File: src/rtl/core/fwpr_pkg.sv
// Shared types, widths and operation codes for the priority-removal queue.
package fwpr_pkg;

	localparam int DEPTH_DEF = 16;
	localparam int KIND_W    = 2;
	localparam int PAY_W     = 16;
	localparam int PRI_W     = 8;
	localparam int CNT_OUT_W = 5;

	typedef logic [KIND_W-1:0]    kind_t;
	typedef logic [PAY_W-1:0]     pay_t;
	typedef logic [PRI_W-1:0]     pri_t;
	typedef logic [CNT_OUT_W-1:0] cnt_out_t;

	typedef struct packed {
		pri_t pri;
		pay_t pay;
	} entry_t;

	localparam kind_t KIND_PUSH       = kind_t'(0);
	localparam kind_t KIND_POP        = kind_t'(1);
	localparam kind_t KIND_REMOVE_MAX = kind_t'(2);

endpackage

File: src/rtl/core/fwpr_if.sv
// Request and response channel interfaces of the priority-removal queue.
interface fwpr_req_if;
	import fwpr_pkg::*;

	logic  valid;
	logic  ready;
	kind_t kind;
	pay_t  payload;
	pri_t  priority_req;

	modport source (output valid, output kind, output payload, output priority_req,
		input ready);
	modport sink (input valid, input kind, input payload, input priority_req,
		output ready);
endinterface

interface fwpr_rsp_if;
	import fwpr_pkg::*;

	logic     valid;
	logic     ready;
	pay_t     out_payload;
	logic     found;
	cnt_out_t count;
	logic     dropped;

	modport source (output valid, output out_payload, output found, output count,
		output dropped, input ready);
	modport sink (input valid, input out_payload, input found, input count,
		input dropped, output ready);
endinterface

File: src/rtl/core/fwpr_ram.sv
// Generic single-write, single-read RAM with registered read data.
module fwpr_ram #(
	parameter int WIDTH = 24,
	parameter int DEPTH = 16
) (
	input  logic                     clk,
	input  logic                     we,
	input  logic [$clog2(DEPTH)-1:0] waddr,
	input  logic [WIDTH-1:0]         wdata,
	input  logic [$clog2(DEPTH)-1:0] raddr,
	output logic [WIDTH-1:0]         rdata
);
	logic [WIDTH-1:0] mem_q [DEPTH];

	always_ff @(posedge clk) begin
		if (we) begin
			mem_q[waddr] <= wdata;
		end
		rdata <= mem_q[raddr];
	end
endmodule

File: src/rtl/core/fifo_with_priority_removal.sv
// Top level of the ordered queue with head pop and highest-priority removal.
//
// The req channel carries one operation per transfer: push (payload and
// priority appended at the tail), pop (head entry removed) or remove-max
// (entry of highest priority removed, the one nearest the head on a tie).
// The rsp channel returns exactly one result per operation: the removed
// payload, a found flag, the entry count after the operation and a dropped
// flag for a push into a full queue.
// Entries live in one RAM with a single read and a single write port; a
// sequencer walks that read port once to find the entry, then again to move
// every later entry down one place. A push or any operation on an empty
// queue skips both walks and goes straight to the result. req is not ready
// until the previous operation has put its result in the output register.
// Reset empties the queue and drops any pending result. When rsp stalls the
// result holds in the output register; the next operation may still be
// taken and worked, and waits at its end for the register to free up.
module fifo_with_priority_removal #(
	parameter int DEPTH = fwpr_pkg::DEPTH_DEF
) (
	input  logic       clk,
	input  logic       arst_n,
	fwpr_req_if.sink   req,
	fwpr_rsp_if.source rsp
);
	import fwpr_pkg::*;

	localparam int AW = $clog2(DEPTH);
	localparam int CW = $clog2(DEPTH + 1);

	localparam logic [2:0] ST_IDLE  = 3'd0;
	localparam logic [2:0] ST_SCAN  = 3'd1;
	localparam logic [2:0] ST_LAST  = 3'd2;
	localparam logic [2:0] ST_SHIFT = 3'd3;
	localparam logic [2:0] ST_RESP  = 3'd4;

	logic [2:0]    state_q;
	logic [CW-1:0] cnt_q;
	logic [CW-1:0] ptr_q;
	logic [AW-1:0] scan_end_q;
	logic          v_s1;
	logic [AW-1:0] idx_s1;
	entry_t        best_q;
	logic [AW-1:0] best_idx_q;
	pay_t          res_pay_q;
	logic          res_found_q;
	logic          res_drop_q;
	logic          rsp_valid_q;

	logic                    accept;
	logic                    full;
	logic                    out_free;
	logic                    upd;
	logic [AW-1:0]           nb_idx;
	entry_t                  nb;
	entry_t                  rd;
	logic [$bits(entry_t)-1:0] rdata;
	logic                    we;
	logic [AW-1:0]           waddr;
	entry_t                  wdata;
	logic [AW-1:0]           raddr;
	logic [CW+CNT_OUT_W-1:0] cnt_ext;

	assign req.ready = (state_q == ST_IDLE);
	assign accept    = req.valid && req.ready;
	assign full      = (cnt_q == CW'(DEPTH));
	assign out_free  = !rsp_valid_q || rsp.ready;
	assign rd        = entry_t'(rdata);
	assign raddr     = ptr_q[AW-1:0];
	assign cnt_ext   = {CNT_OUT_W'(0), cnt_q};
	assign rsp.valid = rsp_valid_q;

	always_comb begin
		upd    = v_s1 && ((idx_s1 == '0) || (rd.pri > best_q.pri));
		nb_idx = upd ? idx_s1 : best_idx_q;
		nb     = upd ? rd : best_q;
	end

	always_comb begin
		we    = 1'b0;
		waddr = cnt_q[AW-1:0];
		wdata = '{pri: req.priority_req, pay: req.payload};
		if (state_q == ST_IDLE) begin
			we = accept && (req.kind == KIND_PUSH) && !full;
		end else if (state_q == ST_SHIFT) begin
			we    = v_s1;
			waddr = idx_s1 - AW'(1);
			wdata = rd;
		end
	end

	fwpr_ram #(
		.WIDTH ($bits(entry_t)),
		.DEPTH (DEPTH)
	) u_ram (
		.clk   (clk),
		.we    (we),
		.waddr (waddr),
		.wdata (wdata),
		.raddr (raddr),
		.rdata (rdata)
	);

	always_ff @(posedge clk or negedge arst_n) begin
		if (!arst_n) begin
			rsp_valid_q <= 1'b0;
		end else if ((state_q == ST_RESP) && out_free) begin
			rsp_valid_q <= 1'b1;
		end else if (rsp.ready) begin
			rsp_valid_q <= 1'b0;
		end
	end

	always_ff @(posedge clk or negedge arst_n) begin
		if (!arst_n) begin
			state_q     <= ST_IDLE;
			cnt_q       <= '0;
			ptr_q       <= '0;
			v_s1        <= 1'b0;
		end else begin
			unique case (state_q)
				ST_IDLE: begin
					if (accept) begin
						ptr_q <= '0;
						v_s1  <= 1'b0;
						if (req.kind == KIND_PUSH) begin
							if (!full) begin
								cnt_q <= cnt_q + CW'(1);
							end
							state_q <= ST_RESP;
						end else if ((req.kind == KIND_POP || req.kind == KIND_REMOVE_MAX)
								&& cnt_q != '0) begin
							state_q <= ST_SCAN;
						end else begin
							state_q <= ST_RESP;
						end
					end
				end
				ST_SCAN: begin
					v_s1 <= 1'b1;
					if (ptr_q[AW-1:0] == scan_end_q) begin
						state_q <= ST_LAST;
					end else begin
						ptr_q <= ptr_q + CW'(1);
					end
				end
				ST_LAST: begin
					v_s1    <= 1'b0;
					ptr_q   <= CW'(nb_idx) + CW'(1);
					state_q <= ST_SHIFT;
				end
				ST_SHIFT: begin
					if (ptr_q < cnt_q) begin
						v_s1  <= 1'b1;
						ptr_q <= ptr_q + CW'(1);
					end else begin
						v_s1    <= 1'b0;
						cnt_q   <= cnt_q - CW'(1);
						state_q <= ST_RESP;
					end
				end
				ST_RESP: begin
					if (out_free) begin
						state_q <= ST_IDLE;
					end
				end
				default: begin
					state_q <= ST_IDLE;
				end
			endcase
		end
	end

	always_ff @(posedge clk) begin
		unique case (state_q)
			ST_IDLE: begin
				if (accept) begin
					res_pay_q   <= '0;
					res_found_q <= 1'b0;
					res_drop_q  <= (req.kind == KIND_PUSH) && full;
					scan_end_q  <= (req.kind == KIND_POP) ? '0 : AW'(cnt_q - CW'(1));
				end
			end
			ST_SCAN: begin
				idx_s1 <= ptr_q[AW-1:0];
				if (v_s1) begin
					best_q     <= nb;
					best_idx_q <= nb_idx;
				end
			end
			ST_LAST: begin
				best_q     <= nb;
				best_idx_q <= nb_idx;
				res_pay_q  <= nb.pay;
			end
			ST_SHIFT: begin
				idx_s1 <= ptr_q[AW-1:0];
				if (!(ptr_q < cnt_q)) begin
					res_found_q <= 1'b1;
				end
			end
			ST_RESP: begin
				if (out_free) begin
					rsp.out_payload <= res_pay_q;
					rsp.found       <= res_found_q;
					rsp.count       <= cnt_ext[CNT_OUT_W-1:0];
					rsp.dropped     <= res_drop_q;
				end
			end
			default: begin
			end
		endcase
	end
endmodule

File: src/flat_wrapper.sv
// flat-port wrapper written by rule: the top's interface ports become plain ports
module fifo_with_priority_removal_flat import fwpr_pkg::*;
#(
	parameter int DEPTH = fwpr_pkg::DEPTH_DEF
)
  (clk, arst_n, req_valid, req_kind, req_payload, req_priority_req, req_ready, rsp_valid, rsp_out_payload, rsp_found, rsp_count, rsp_dropped, rsp_ready);
  fwpr_req_if req_i ();
  fwpr_rsp_if rsp_i ();
  input  logic clk;
  input  logic arst_n;
  input wire logic [$bits(req_i.valid)-1:0] req_valid;
  input wire logic [$bits(req_i.kind)-1:0] req_kind;
  input wire logic [$bits(req_i.payload)-1:0] req_payload;
  input wire logic [$bits(req_i.priority_req)-1:0] req_priority_req;
  output wire logic [$bits(req_i.ready)-1:0] req_ready;
  output wire logic [$bits(rsp_i.valid)-1:0] rsp_valid;
  output wire logic [$bits(rsp_i.out_payload)-1:0] rsp_out_payload;
  output wire logic [$bits(rsp_i.found)-1:0] rsp_found;
  output wire logic [$bits(rsp_i.count)-1:0] rsp_count;
  output wire logic [$bits(rsp_i.dropped)-1:0] rsp_dropped;
  input wire logic [$bits(rsp_i.ready)-1:0] rsp_ready;
  assign req_i.valid = req_valid;
  assign req_i.kind = req_kind;
  assign req_i.payload = req_payload;
  assign req_i.priority_req = req_priority_req;
  assign req_ready = req_i.ready;
  assign rsp_valid = rsp_i.valid;
  assign rsp_out_payload = rsp_i.out_payload;
  assign rsp_found = rsp_i.found;
  assign rsp_count = rsp_i.count;
  assign rsp_dropped = rsp_i.dropped;
  assign rsp_i.ready = rsp_ready;
  fifo_with_priority_removal #(.DEPTH(DEPTH)) u_core (.clk(clk), .arst_n(arst_n), .req(req_i), .rsp(rsp_i));
endmodule
File: config.mk
export PLATFORM = sky130hd
export DESIGN_NAME = fifo_with_priority_removal_flat
export DESIGN_NICKNAME = d
export VERILOG_FILES = /design/src/rtl/core/fwpr_pkg.sv /design/src/rtl/core/fwpr_if.sv /design/src/rtl/core/fwpr_ram.sv /design/src/rtl/core/fifo_with_priority_removal.sv /design/src/flat_wrapper.sv
export SDC_FILE = /design/constraint.sdc
export NUM_CORES = 1
export LEC_CHECK = 0
export BUFFER_PORTS_ARGS = -buffer_cell sky130_fd_sc_hd__buf_2
export CORE_AREA = 4 4 192 194
export CTS_CLUSTER_DIAMETER = 150
export DETAILED_ROUTE_END_ITERATION = 8
export DIE_AREA = 0 0 196 198
export PLACE_DENSITY = 0.75
export SETUP_SLACK_MARGIN = 0.05
export SLEW_MARGIN = 20
export SYNTH_ARGS = -nofsm -noshare
export SYNTH_HDL_FRONTEND = slang
export SYNTH_HIERARCHICAL = 1
export SYNTH_SLANG_ARGS = --single-unit
File: constraint.sdc
create_clock -name clk -period 4.2 [get_ports clk]
set_input_delay 0.42 -clock clk [delete_from_list [all_inputs] [get_ports clk]]
set_output_delay 0.42 -clock clk [all_outputs]
set_load 0.01 [all_outputs]
==> flow_summary_export.csv <==
group,metric,value,unit
synthesis,synth_area_leaders,"edfxtp_1 71%, mux4_2 11%, dfxtp_1 2.5%",
routing,drtIter0Drc,1225,
final_layout,drive_gt1_frac,0.2605,
die,top_level_ports,55,
worst_setup_path,slowest_stage,"or3b_2",
sta,final-setup-viol-count,0,
die,die_y,198,um
die,die_width,196,um
placement,hpwl,24.95,mm
cts,cts_tree,"done",
routing,vias,9867,
run_status,status,"finished clean",
routing,drt_pass1_iterations,5,
global_route,grt_pass1_wl,61.70,mm
final_layout,fin_nets,1183,
die,rows,69,
synthesis,async_flop_share,0.03000,
final_layout,instances_no_fill,1632,
synthesis,synthTopCellsByCount,"461 x edfxtp_1, 124 x nand2_1, 96 x mux4_2",
sta,tightest_slew,1.126,ns
die,die_area,0.03881,mm2
cts,htreeDepth,2,
routing,avgRoutedWirePerCell,24.67,um
synthesis,ys_seq_area_frac,0.7560,
placement,place_area,0.02045,mm2
die,start_util,0.5520,
worst_setup_path,arrival,3.77,ns
sta,final.setup_skew,0.01491,ns
final_layout,fin_util,0.6274,
sta,final_max_slew_viol_count,0,
die,design.core.area,0.03522,mm2
worst_setup_path,cp_cell_sequence,"nand2b_1 -> inv_1 -> nand2_1 -> o21ai_0 -> or3b_2 -> nor3_4 -> buf_4",
global_route,overflow,0,
sta,hold_viol_final,0,
placement,globalplace.congestion,0.8301,
sta,fin_crit_sh,0.8398,
final_layout,diodes,0,
worst_setup_path,cp_max_fo,14,
synthesis,ys.flop_type,"edfxtp_1",
routing,ant_nets,0,
synthesis,syn_nets,1085,
cts,numClockSinks,500,
sta,rsz0062_at_grt,"no",
synthesis,syn-cell-area,0.01944,mm2
synthesis,yosysWarnings,6,
sta,tns,0,ns
global_route,grt_start_max_net_pins,61,
sta,whs,0.1936,ns
job,maxCapViolations,0,
cts,post-cts-setup-buffer-count,0,
cts,root_buffer,"clkbuf_16",
global_route,antenna_found_initial,0,
synthesis,synth_top_area_share,0.7120,
worst_setup_path,cp.required,4.44,ns
routing,vias_per_cell,6.046,
global_route,grt_pass1_vias,10049,
placement,place.port_buffers,54,
worst_setup_path,crit_type,"register to register",
cts,numCtsBuffers,47,
worst_setup_path,critPathMaxStageDelay,0.61,ns
sta,fmax,0.2835,GHz
final_layout,area_delta_synth_final,13.66,%
worst_setup_path,cp-start-kind,"register",
synthesis,synth_top_area_cell,"edfxtp_1",
worst_setup_path,cp-end-kind,"register",
synthesis,yosysMostFrequentCell,"edfxtp_1",
synthesis,synth-edff-count,461,
power,peakVddDrop,578.2,uV
power,power.leakage,7.493,nW
synthesis,synth.ff_latch_count,500,
final_layout,finalInstanceArea,0.02210,mm2
synthesis,synth.distinct_cells,52,
hold_path,min-delay-path-class,"input pin to register",
sta,relSlewSlack,0.2486,
synthesis,synth_area_per_cell,18.79,um2
routing,drt_drc_violations_left,0,
cts,cts_max_path_buffers,3,
placement,place_inst,1544,
sta,layout_min_cycle_time,3.527,ns
cts,clk_latency,0.55,ns
synthesis,synthCells,1035,
global_route,track_usage,0.2110,
routing,wl,40.26,mm
power,power_density,671.2,mW/mm2
cts,clk_pin_slew_worst_paths,0.06,ns
-- worst max-delay path, delay by kind of cell (launching register included) --
kind | cells | cell delay (ns)
buffers and inverters | 2 | 0.59
DFF | 1 | 0.53
AOI/OAI and AO/OA | 1 | 0.57
and+or+nand+nor | 4 | 1.52
-- logic make-up after synthesis --
| logic type | share of synthesized area |
|---|---|
| compound gates | 0.03475 |
| xor+xnor | 0.007207 |
| fa+ha+maj | 0.01287 |
| buf+inv | 0.01731 |
| flops | 0.7560 |
| mux | 0.1232 |
| simple gates | 0.04871 |
-- through the flow --
step | total power [mW] | setup slack, ns
floorplan | 9.438 | 0.3671
global placement | 10.44 | 1.072
detailed placement | 10.53 | 0.8776
CTS | 14.93 | 0.7915
global route | 15.55 | 0.5398
finish | 14.83 | 0.6728
-- routing by layer --
metal  global-route usage  part of all wire  vias up
met3              0.05547              0.10       69
met1               0.3064              0.40     5061
met4              0.05353             0.021        0
li1                     -                 -     4284
met2               0.3269              0.47      453
met5                    0                 0        -
-- where the power goes --
| part | switching, mW | internal, mW |
|---|---|---|
| sequential | 0.515 | 6.33 |
| combinational | 2.06 | 1.57 |
| clock | 1.75 | 2.60 |
-- timing repair --
action | CTS | global route
hold endpoints to repair | 15 | 0
setup endpoints to repair | 0 | 0
gates resized for setup | 0 | 0
hold buffers | 1 | 0
-- cell type report --
| class | count | area (um2) |
|---|---|---|
| multi-input cells | 462 | 4483 |
| well taps | 461 | 576.8 |
| clock inverters | 21 | 220.2 |
| fillers | 2381 | 13130 |
| repair buffers | 96 | 600.6 |
| inverters | 26 | 97.59 |
| clock buffers | 66 | 1414 |
| flip-flops and latches | 500 | 14710 |
-- cells in the final DEF, fill, tap and decap left out, drive strengths merged, types with 2 or more instances in the layout --
cell type and n:
mux4 96, xor2 6, mux2 18, or2 2
nand4 3, nand2 124, o211ai 2, nand2b 7
a31oi 2, nand3 4, o21ai 19, nand3b 2
bufinv 4, a22oi 49, edfxtp 461, dfxtp 24
nor2b 20, buf 95, ha 20, and3 2
clkinv 13, or3 2, nor3 12, inv 26
a21o 3, mux2i 3, clkinvlp 4, xnor2 10
nor2 29, a21oi 13, dfrtp 15, clkbuf 66
-- flip-flops by register name (all words and copies together) (netlist names), 4 cells and up --
signal / flops
u_core/u_ram/mem_q: 384
u_core/best_q: 24
u_core/u_ram/rdata: 24
u_core/res_pay_q: 16
u_core/rsp.out_payload: 16
u_core/cnt_q: 5
u_core/ptr_q: 5
u_core/rsp.count: 5
u_core/best_idx_q: 4
u_core/idx_s1: 4
u_core/scan_end_q: 4
-- path summary, 6_finish.rpt --
check,slack (ns),endpoint,depth (start not counted),from
worst max-delay path,0.67,u_core/u_ram/mem_q[0][21],7,u_core/state_q[2]
worst min-delay path,0.19,u_core/rsp.valid,3,rsp_ready
worst max register to register,0.67,u_core/u_ram/mem_q[0][21],7,u_core/state_q[2]
worst min register to register,0.41,u_core/rsp.out_payload[12],0,u_core/res_pay_q[12]
max in group asynchronous,3.58,u_core/ptr_q[0],2,arst_n
min in group asynchronous,0.32,u_core/cnt_q[2],2,arst_n
(Power assumes the default switching activity.)
